## src/sv/stq_pkg.sv

```systemverilog
// Shared types, codes and constants for the sorted timer queue.
// No dependencies; imported by stq_cell and the top level.
package stq_pkg;

  localparam int TIMER_COUNT_DEF = 16;
  localparam int SKEW_LIMIT_DEF  = 1024;
  localparam int U16_FULL        = 65535;

  // input operation codes
  localparam logic [1:0] OP_TICK    = 2'd0;
  localparam logic [1:0] OP_CREATE  = 2'd1;
  localparam logic [1:0] OP_DESTROY = 2'd2;

  // result kinds
  localparam logic [1:0] KIND_ACK     = 2'd0;
  localparam logic [1:0] KIND_EXPIRED = 2'd1;
  localparam logic [1:0] KIND_NO_FIRE = 2'd2;

  // acknowledge status
  localparam logic [1:0] STAT_OK     = 2'd0;
  localparam logic [1:0] STAT_RANGE  = 2'd1;
  localparam logic [1:0] STAT_ACTIVE = 2'd2;

  // one list slot: timer id, ticks left, reload period
  typedef struct packed {
    logic        valid;
    logic [3:0]  id;
    logic [15:0] rem;
    logic [15:0] rel;
  } entry_t;

  localparam entry_t ENTRY_EMPTY = '{valid: 1'b0, id: 4'd0, rem: 16'd0, rel: 16'd0};

  // command broadcast to every cell of the chain
  typedef enum logic [1:0] {
    CMD_HOLD = 2'd0,
    CMD_DEC  = 2'd1,
    CMD_INS  = 2'd2,
    CMD_DEL  = 2'd3
  } cell_cmd_t;

endpackage

```

## src/sv/stq_cell.sv

```systemverilog
// One slot of the sorted timer chain: holds one entry and trades it with
// its neighbors on insert and delete. Depends on stq_pkg.
module stq_cell (
  input  logic              clk,
  input  logic              rst,
  input  stq_pkg::cell_cmd_t cmd,
  input  stq_pkg::entry_t   key,
  input  logic [3:0]        del_id,
  input  stq_pkg::entry_t   left,
  input  logic              left_f,
  input  stq_pkg::entry_t   right,
  input  logic              g_in,
  output stq_pkg::entry_t   ent,
  output logic              f_out,
  output logic              g_out
);
  import stq_pkg::*;

  entry_t ent_next;

  // slot is past the insert point: empty or holds a strictly larger count
  assign f_out = !ent.valid || (ent.rem > key.rem);
  // delete point reached at or before this slot
  assign g_out = g_in || (ent.valid && (ent.id == del_id));

  always_comb begin
    ent_next = ent;
    case (cmd)
      CMD_DEC: begin
        if (ent.valid && (ent.rem != 16'd0)) begin
          ent_next.rem = ent.rem - 16'd1;
        end
      end
      CMD_INS: begin
        if (left_f) begin
          ent_next = left;
        end else if (f_out) begin
          ent_next = key;
        end
      end
      CMD_DEL: begin
        if (g_out) begin
          ent_next = right;
        end
      end
      default: begin
        ent_next = ent;
      end
    endcase
  end

  always_ff @(posedge clk) begin
    if (rst) begin
      ent <= ENTRY_EMPTY;
    end else begin
      ent <= ent_next;
    end
  end

endmodule

```

## src/sv/sorted_software_timer_queue_unit.sv

```systemverilog
// Sorted timer queue with autoreload, built as a chain of TIMER_COUNT cells.
// Depends on stq_pkg and stq_cell.
//
// Up to TIMER_COUNT timers sit in a chain of cells kept sorted by ticks left;
// equal counts keep insertion order. An input transfer is one of: tick (op 0),
// create (op 1, timeout 1..65534-SKEW_LIMIT, reload 0 for single shot) or
// destroy (op 2). Create and destroy, and the unused op 3, give one
// acknowledge each; it is loaded into the output register from the
// acknowledge state that follows the input transfer, once the output is free.
// A tick counts every cell down at its input transfer, then fires the
// zero entries at the head of the chain one per cycle while the output is
// free, each giving an expiry result; an autoreload timer is re-inserted in
// sorted order before the next fire, which holds the firing back. A tick
// with nothing due gives one result of kind 2. The input stalls until the
// current item is fully handed to the output register; the output register
// lets the next input transfer go on while the final result still waits
// downstream. tick_count carries the wrapping tick counter after the item.
// No clearing pass is needed at reset.
module sorted_software_timer_queue_unit #(
  parameter int TIMER_COUNT = stq_pkg::TIMER_COUNT_DEF,
  parameter int SKEW_LIMIT  = stq_pkg::SKEW_LIMIT_DEF
) (
  input  logic        clk,
  input  logic        rst,
  input  logic        in_valid,
  output logic        in_stall,
  input  logic [1:0]  op,
  input  logic [3:0]  timer_id,
  input  logic [15:0] timeout,
  input  logic [15:0] reload,
  output logic        out_valid,
  input  logic        out_stall,
  output logic [1:0]  kind,
  output logic [3:0]  timer_id_res,
  output logic [1:0]  status,
  output logic [31:0] tick_count,
  output logic        last
);
  import stq_pkg::*;

  // lowest refused timeout above the legal range
  localparam logic [16:0] TMO_LIMIT = 17'(U16_FULL - SKEW_LIMIT);

  typedef enum logic [3:0] {
    S_IDLE = 4'b0001,
    S_FIRE = 4'b0010,
    S_INS  = 4'b0100,
    S_ACK  = 4'b1000
  } state_t;

  state_t      state;
  logic [31:0] global_ticks;
  entry_t      key_q;       // pending reload re-insert
  logic        pend_last;   // the re-insert closes the tick
  logic [3:0]  ack_id;
  logic [1:0]  ack_status;

  // chain wiring; slot TIMER_COUNT is a permanently empty pad
  entry_t            chain  [TIMER_COUNT+1];
  entry_t            left_e [TIMER_COUNT];
  logic              left_f [TIMER_COUNT];
  logic              f_vec  [TIMER_COUNT];
  logic              g_vec  [TIMER_COUNT+1];
  logic [TIMER_COUNT-1:0] vmask;

  cell_cmd_t   cell_cmd;
  entry_t      key;
  logic [3:0]  del_id;

  logic        in_acc;
  logic        out_free;
  logic        out_load;
  logic        active_hit;
  logic        bad_range;
  logic [1:0]  create_status;
  logic        head_fire;
  logic        more_fire;

  assign chain[TIMER_COUNT] = ENTRY_EMPTY;
  assign g_vec[0] = 1'b0;

  for (genvar i = 0; i < TIMER_COUNT; i++) begin : g_cell
    if (i == 0) begin : g_head
      assign left_e[i] = ENTRY_EMPTY;
      assign left_f[i] = 1'b0;
    end else begin : g_body
      assign left_e[i] = chain[i-1];
      assign left_f[i] = f_vec[i-1];
    end

    stq_cell u_cell (
      .clk    (clk),
      .rst    (rst),
      .cmd    (cell_cmd),
      .key    (key),
      .del_id (del_id),
      .left   (left_e[i]),
      .left_f (left_f[i]),
      .right  (chain[i+1]),
      .g_in   (g_vec[i]),
      .ent    (chain[i]),
      .f_out  (f_vec[i]),
      .g_out  (g_vec[i+1])
    );

    assign vmask[i] = chain[i].valid;
  end

  assign in_stall = (state != S_IDLE);
  assign in_acc   = in_valid && !in_stall;
  assign out_free = !out_valid || !out_stall;
  // a result enters the output register this cycle
  assign out_load = out_free && ((state == S_ACK) || (state == S_FIRE));

  // an active timer is exactly one that sits in some cell
  always_comb begin
    active_hit = 1'b0;
    for (int i = 0; i < TIMER_COUNT; i++) begin
      if (chain[i].valid && (chain[i].id == timer_id)) begin
        active_hit = 1'b1;
      end
    end
  end

  assign bad_range = (timeout == 16'd0) || ({1'b0, timeout} >= TMO_LIMIT) ||
                     (int'(timer_id) >= TIMER_COUNT);

  always_comb begin
    if (bad_range) begin
      create_status = STAT_RANGE;
    end else if (active_hit) begin
      create_status = STAT_ACTIVE;
    end else begin
      create_status = STAT_OK;
    end
  end

  // zero counts form a prefix of the sorted chain
  assign head_fire = chain[0].valid && (chain[0].rem == 16'd0);
  assign more_fire = chain[1].valid && (chain[1].rem == 16'd0);

  // chain command, insert key and delete id
  always_comb begin
    cell_cmd = CMD_HOLD;
    key      = '{valid: 1'b1, id: timer_id, rem: timeout, rel: reload};
    del_id   = timer_id;
    case (state)
      S_IDLE: begin
        if (in_acc) begin
          case (op)
            OP_TICK:    cell_cmd = CMD_DEC;
            OP_CREATE:  cell_cmd = (create_status == STAT_OK) ? CMD_INS : CMD_HOLD;
            OP_DESTROY: cell_cmd = CMD_DEL;
            default:    cell_cmd = CMD_HOLD;
          endcase
        end
      end
      S_FIRE: begin
        del_id = chain[0].id;
        if (out_free && head_fire) begin
          cell_cmd = CMD_DEL;   // pop the head
        end
      end
      S_INS: begin
        key      = key_q;
        cell_cmd = CMD_INS;
      end
      default: begin
        cell_cmd = CMD_HOLD;
      end
    endcase
  end

  always_ff @(posedge clk) begin
    if (rst) begin
      state        <= S_IDLE;
      global_ticks <= 32'd0;
      out_valid    <= 1'b0;
    end else begin
      if (out_load) begin
        out_valid <= 1'b1;
      end else if (!out_stall) begin
        out_valid <= 1'b0;
      end
      case (state)
        S_IDLE: begin
          if (in_acc) begin
            ack_id <= timer_id;
            if (op == OP_TICK) begin
              global_ticks <= global_ticks + 32'd1;
              state        <= S_FIRE;
            end else begin
              ack_status <= (op == OP_CREATE) ? create_status : STAT_OK;
              state      <= S_ACK;
            end
          end
        end
        S_ACK: begin
          if (out_free) begin
            kind         <= KIND_ACK;
            timer_id_res <= ack_id;
            status       <= ack_status;
            tick_count   <= global_ticks;
            last         <= 1'b1;
            state        <= S_IDLE;
          end
        end
        S_FIRE: begin
          if (out_free) begin
            status     <= STAT_OK;
            tick_count <= global_ticks;
            if (head_fire) begin
              kind         <= KIND_EXPIRED;
              timer_id_res <= chain[0].id;
              last         <= !more_fire;
              pend_last    <= !more_fire;
              key_q        <= '{valid: 1'b1, id: chain[0].id, rem: chain[0].rel,
                                rel: chain[0].rel};
              if (chain[0].rel != 16'd0) begin
                state <= S_INS;
              end else if (!more_fire) begin
                state <= S_IDLE;
              end
            end else begin
              // nothing due on this tick
              kind         <= KIND_NO_FIRE;
              timer_id_res <= 4'd0;
              last         <= 1'b1;
              state        <= S_IDLE;
            end
          end
        end
        S_INS: begin
          state <= pend_last ? S_IDLE : S_FIRE;
        end
        default: begin
          state <= S_IDLE;
        end
      endcase
    end
  end

  // sortedness of adjacent occupied cells
  logic sorted_ok;
  always_comb begin
    sorted_ok = 1'b1;
    for (int i = 0; i + 1 < TIMER_COUNT; i++) begin
      if (chain[i+1].valid && (chain[i].rem > chain[i+1].rem)) begin
        sorted_ok = 1'b0;
      end
    end
  end

  // an accepted item always moves the block out of idle, so the input stalls
  a_busy_after_accept: assert property (@(posedge clk) disable iff (rst)
    in_valid && !in_stall |=> in_stall)
    else $error("input accepted twice in a row");

  // occupied cells form a prefix of the chain
  a_prefix: assert property (@(posedge clk) disable iff (rst)
    (vmask & (vmask + TIMER_COUNT'(1))) == '0)
    else $error("gap in timer chain");

  // chain stays ordered by ticks left
  a_sorted: assert property (@(posedge clk) disable iff (rst) sorted_ok)
    else $error("timer chain out of order");

  // the no-expiry result always closes its tick
  a_no_fire_last: assert property (@(posedge clk) disable iff (rst)
    out_valid && (kind == KIND_NO_FIRE) |-> last)
    else $error("no-expiry result without last");

endmodule

```

## config.mk

```make
export PLATFORM = sky130hd
export DESIGN_NAME = sorted_software_timer_queue_unit
export DESIGN_NICKNAME = d
export VERILOG_FILES = /design/src/sv/stq_pkg.sv /design/src/sv/stq_cell.sv /design/src/sv/sorted_software_timer_queue_unit.sv
export SDC_FILE = /design/constraint.sdc
export NUM_CORES = 2
export LEC_CHECK = 0
export BUFFER_PORTS_ARGS = -buffer_cell sky130_fd_sc_hd__buf_2
export CELL_PAD_IN_SITES_DETAIL_PLACEMENT = 1
export CELL_PAD_IN_SITES_GLOBAL_PLACEMENT = 2
export CORE_MARGIN = 1.5
export CORE_UTILIZATION = 39
export DETAILED_ROUTE_END_ITERATION = 8
export PLACE_DENSITY_LB_ADDON = 0.08
export SKIP_LAST_GASP = 1
export SYNTH_ARGS = -nofsm -noshare
export SYNTH_HDL_FRONTEND = slang
export SYNTH_SLANG_ARGS = --single-unit
export TNS_END_PERCENT = 50
```

## constraint.sdc

```tcl
create_clock -name clk -period 5.86 [get_ports clk]
set_clock_uncertainty 0.15 [all_clocks]
set_input_delay 1.172 -clock clk [delete_from_list [all_inputs] [get_ports clk]]
set_output_delay 1.172 -clock clk [all_outputs]
set_load 0.01 [all_outputs]
```

* After elaboration in Yosys (flattened, before gate mapping)
Index checks and enable logic that the tools add are counted.
** Cells by class
- $add $sub $neg :: 17
- Order comparisons :: 17
- Equal/unequal tests :: 95
- Mux-type cells :: 161
- Bitwise gates (word level) :: 2
- Reductions and logical operators :: 172
** Operators by type and width (count)
- 37-bit two-way mux :: 47
- 16-bit case mux with 3 select lines :: 16
- 16-bit case mux with 2 select lines :: 16
- 16-bit nonzero test :: 17
- 16-bit > comparator :: 16
- 16-bit two-way mux :: 16
- 16-bit by 1-bit subtractor with 16-bit output (second input constant) :: 16
- 5-bit case mux with 2 select lines :: 16
- 4-bit equality test :: 32
- 4-bit AND reduction :: 20
- 2-bit by 1-bit != test with 1-bit output (second input constant) :: 34
- 3-bit AND reduction :: 19
- 1-bit logical AND :: 53
- 16-bit logical NOT :: 3
- 3-bit by 1-bit != test with 1-bit output (second input constant) :: 15
- 4-bit two-way mux :: 11
- 36-bit two-way mux :: 1
- 1-bit logical OR :: 34
- 32-bit by 1-bit adder with 32-bit output (second input constant) :: 1
- 1-bit two-way mux :: 21
- 1-bit logical NOT :: 20
- 2-bit two-way mux :: 10
- 16-bit greater-or-equal comparator (second input constant) :: 1
- 4-bit case mux with 4 select lines :: 1
- other kinds (18) :: 28
** Storage, ports and cells
- Bits in registers :: 697
- Input port bits :: 42
- Output and inout bits :: 43
- Logic and storage cells :: 541

* Longest topological paths before layout
- Depth in word-level cells :: 28
- Depth in mapped cells :: 21
- Mapped depth without buffers :: 14

* Cells and area by module
Synthesis repeated with hierarchy kept, for this count alone.
** Second synthesis, totals
- Cells, all modules :: 7025
- Area total of the unflattened synthesis :: 56761.9 um2
** Modules (own cells, without submodules)
- stq_cell (g_cell[0].u_cell ...) :: instances 10, cells each 400, area each 3204.3 um2, sequential area each 740.7 um2
- stq_cell (g_cell[4].u_cell ...) :: instances 5, cells each 415, area each 3246.9 um2, sequential area each 740.7 um2
- sorted_software_timer_queue_unit :: instances 1, cells each 544, area each 5325.1 um2, sequential area each 2782.7 um2
- stq_cell (g_cell[9].u_cell) :: instances 1, cells each 406, area each 3159.3 um2, sequential area each 740.7 um2

* Worst setup path after synthesis
Ideal clock, no wire load.
- Kind :: register -> register
- From :: register state[1]
- To :: register g_cell[0].u_cell.ent[23] in the netlist's numbering
- Setup time :: 0.070 ns
- Data arrival time :: 5.128 ns
- Data required time :: 5.640 ns
- Path slack :: 0.512 ns
- Stages on the path, launching flop included :: 18
- Buffers on the path :: 3
- Period minus slack after synthesis :: 5.348 ns
- Cells stage by stage :: dfxtp_1 > buf_2 > nor4b_1 > clkbuf_1 > nand2_1 > nand2_1 > clkinv_1 > ha_1 > nand2_1 > nor4_1 > o21ai_0 > a32oi_1 > nor2_1 > or2_2 > mux2i_1 > clkbuf_1 > o21ai_0 > a21oi_1
** Between the ends
- Cells in the longest elaborated chain, start to end :: 8
- Elaborated cells between the ends (all ways) :: 24
- Classes of those cells :: order compare: 1; eq/ne: 11; mux: 6; reduce/logical: 6
** RTL lines
- start: declaration :: RTL line sorted_software_timer_queue_unit.sv:51 : state_t state;
- start signal: assignment :: RTL line sorted_software_timer_queue_unit.sv:234 : state <= pend_last ? S_IDLE : S_FIRE;
- branches (longest 8 deep; another with 16-bit > comparator)
- end signal: assignment :: RTL line stq_cell.sv:56 : ent <= ent_next;
- end: declaration :: RTL line stq_cell.sv:13 : output stq_pkg::entry_t ent,
Parallel ways; which one is timed is not known. The select of a mux whose other input is x is not followed.
A chain may end at the register's enable or synchronous reset.

* Worst setup path after layout
- From :: register state[3]
- To :: register g_cell[12].u_cell.ent[14] in the netlist's numbering
** Between the ends
- Cells in the longest elaborated chain, start to end :: 18
- Elaborated cells between the ends (all ways) :: 61
- Classes of those cells :: order compare: 2; eq/ne: 21; mux: 7; reduce/logical: 31
** RTL lines
- 4-bit by 2-bit equality test with 1-bit output :: RTL line sorted_software_timer_queue_unit.sv:147 : case (state)
- 4-bit two-way mux :: RTL line sorted_software_timer_queue_unit.sv:147
- 4-bit equality test :: RTL line stq_cell.sv:24 : assign g_out = g_in || (ent.valid && (ent.id == del_id));
- 1-bit logical AND :: RTL line stq_cell.sv:24
- 1-bit logical OR (12 in series) :: RTL line stq_cell.sv:24
- 2-bit by 1-bit != test with 1-bit output (no source line)
- 3-bit AND reduction (no source line)
- end signal: assignment :: RTL line stq_cell.sv:56
- end: declaration :: RTL line stq_cell.sv:13
Parallel ways exist; a longest one is shown, timed or not. The select of a mux whose other input is x is not followed.

==> run metrics <==
status=finished clean; Num CTS Buffers=just over 90; Critical Path Sink Type=register; GRT overflow=0; Setup WS pre-CTS=approximately 0.4 ns; nets@finish=around 7000; Hold Path Origin=global_ticks[11]$_SDFFE_PP0P_; Placer Congestion=about 0.97; crit-path max FO=42; Syn Inst Count=between 6000 and 7000; sequential-to-total area share from yosys stat=between 20% and 30%; most frequent cell after synthesis=o21ai_0; Slew Limit Fails=0; core box area=~0.13 mm^2; Setup-failing EPs final=0; Leak Pwr=21.1 nW; H-tree lvl count=3; vias after detailed routing=between 50000 and 60000; Total Routing Usage GR=roughly 37%; initial antenna violation count=15; RSZ-0062 raised after global routing=false; cts repair resizes=0; ratio of cells with drive above 1 in the final layout=around 9%; #FFs+latches synth=~700; EDFF count, synth=68; Routed WL=approximately 260 mm; Setup Fix Bufs, Post-CTS=0; final hold vios=0; clock buffer depth=3; biggest area consumer among synthesized cells=dfxtp_1; area growth from synthesis to layout=11.6%; syn_area_per_cell=7.58 um^2; CTS tree=done; DRT Pass-1 Iters=5; number of global-route vias before repair=54400; synth top area cells=dfxtp_1 24%, o21ai_0 7.2%, ha_1 6.7%; top-area cell type share of the netlist area=approximately a quarter; Final period util=a little over nine tenths; port buffer count=between 80 and 90; top_reg_cell synth=dfxtp_1; DIE AREA=roughly 0.13 mm^2; row count=around 130; mapped cell area=around 0.052 mm^2; via-per-instance ratio=6.56; mean routed wirelength per cell=approximately 30 um; Net Count, Synth=~7100; Max Cap Viol=0; required time worst endpoint=approximately 6.4 ns; Initial DRC Count=4935; first-pass GRT wire length=between 300 and 400 mm; setup TNS=0 ns; hold buffers post-CTS=0; fillers=roughly 16000; Reg2Reg Launch Point=state[3]$_SDFFE_PP0P_; Clk pin slew, worst setup/hold paths=around 0.06 ns; Data arrival, critical path=between 6 and 7 ns; Root Driver=clkbuf_16; final worst-path setup slack=slightly below 0.3 ns; worst hold path type=register to register; Post-synth ARST share=0%; Setup crit start=state[3]$_SDFFE_PP0P_; Initial Utilization=around 40%; Worst setup SP type=register; Tmin final=5.57 ns; post-synthesis cell type count=between 100 and 150; Power Density=approximately 520 mW/mm^2; Final ANT Viol Nets=0; clock insertion delay at the later pin of the skew report=about 0.76 ns; Die W=366 um; Fmax=about 180 MHz; Ports=85; Slew @ Worst Pin=1.25 ns; post-DP HPWL=about 180 mm; yosys warns=0; Worst Path Class, Setup=register to register; Max rail drop VDD=between 0.0002 and 0.0003 V; clk sinks=around 700; synth cell count leaders=741 x o21ai_0, 722 x nor2_1, 664 x nand2_1; Slew headroom=between 10% and 20%; die height=about 370 um; detailed-route DRC error count=0; largest net degree at the start of global routing=approximately 170
logic make-up after synthesis:
kind of cell	Yosys count	synth area share, %
simple gates	2134	19.1
flops	697	28.4
fa+ha+maj	274	6.66
mux	338	6.67
buf+inv	761	6.05
xor+xnor	173	2.94
compound gates	2416	30.1
flip-flops by register name (all words and copies together) (netlist names):
name	flops
g_cell.u_cell.ent	592
out_valid	1
tick_count	32
ack_status	2
status	2
key_q	20
last	1
state	4
timer_id_res	4
pend_last	1
kind	2
ack_id	4
global_ticks	32
worst paths after layout:
check,endpoint,slack [ns],depth (start not counted)
min reg2reg,tick_count[11]$_DFFE_PP_,0.29,0
min,tick_count[11]$_DFFE_PP_,0.29,0
max,g_cell[12].u_cell.ent[14]$_SDFFE_PP0P_,0.29,16
max reg2reg,g_cell[12].u_cell.ent[14]$_SDFFE_PP0P_,0.29,16
area by class of cell:
cell class                      count  area [um^2]  area share (%)
Antenna cell                        4         10.0          0.0174
Timing Repair Buffer              342         2980            5.19
Clock buffer                      133         2640            4.59
Multi-Input combinational cell   5335        34100            59.3
Clock inverter                     36          454           0.790
Sequential cell                   697        14600            25.5
Inverter                          124          468           0.814
Tap cell                         1755         2200            3.82
critical path, stage by stage (launching register included):
cell and delay (ns):
dfxtp_1 0.41, or4b_2 1.02, nand2_1 0.20, nand2_1 0.09
clkinv_1 0.06, buf_4 0.58, ha_1 0.26, nand2_1 0.08
nor4_1 0.44, o211ai_1 0.26, a31oi_4 0.51, buf_4 0.29
nor3_1 0.10, a211oi_4 0.27, buf_12 0.26, nor2_1 0.08
a211oi_1 0.24
cell usage in the layout, fill, tap and decap left out, drive strengths merged, types with 42 or more instances in the layout:
cell	synthesis	layout
o21ai	747	747
nor2	723	723
nand2	664	664
dfxtp	629	629
a21oi	519	519
a211oi	381	381
buf	186	342
mux2i	331	331
ha	274	274
o211ai	177	177
nor3	140	140
clkbuf	451	133
inv	121	117
nand3	115	115
nand4	97	97
xor2	93	93
xnor2	80	80
nand2b	76	76
nor4	74	74
or3	71	71
edfxtp	68	68
o31ai	64	64
a31oi	61	61
a311oi	56	56
o22ai	42	42
routing by layer:
layer / wire, um / up-vias / track usage [%]
li1: - / 24900 / -
met1: 110000 / 27900 / 48.0
met2: 115000 / 1855 / 58.6
met3: 16800 / 558 / 6.26
met4: 14200 / 14 / 18.3
met5: 97 / - / 0
through the flow:
stage	std cells	power (W)	hold WS [ns]	utilization (%)	instance area [um^2]
after global routing	8422	0.0315	0.311	43.8	57500
final	8426	0.0297	0.290	43.8	57500
after global placement	8253	0.0231	0.265	41.4	54400
after detailed placement	8253	0.0234	0.284	41.4	54400
after CTS	8422	0.0295	0.298	43.8	57500
after floorplan	6793	0.0178	0.256	-	51500
power breakdown:
part	internal, W	switching [W]	total, W
Combinational	0.00581	0.00999	0.0158
Sequential	0.00588	0.00205	0.00793
Clock	0.00338	0.00258	0.00595
Power figures use the tool's default switching activity.
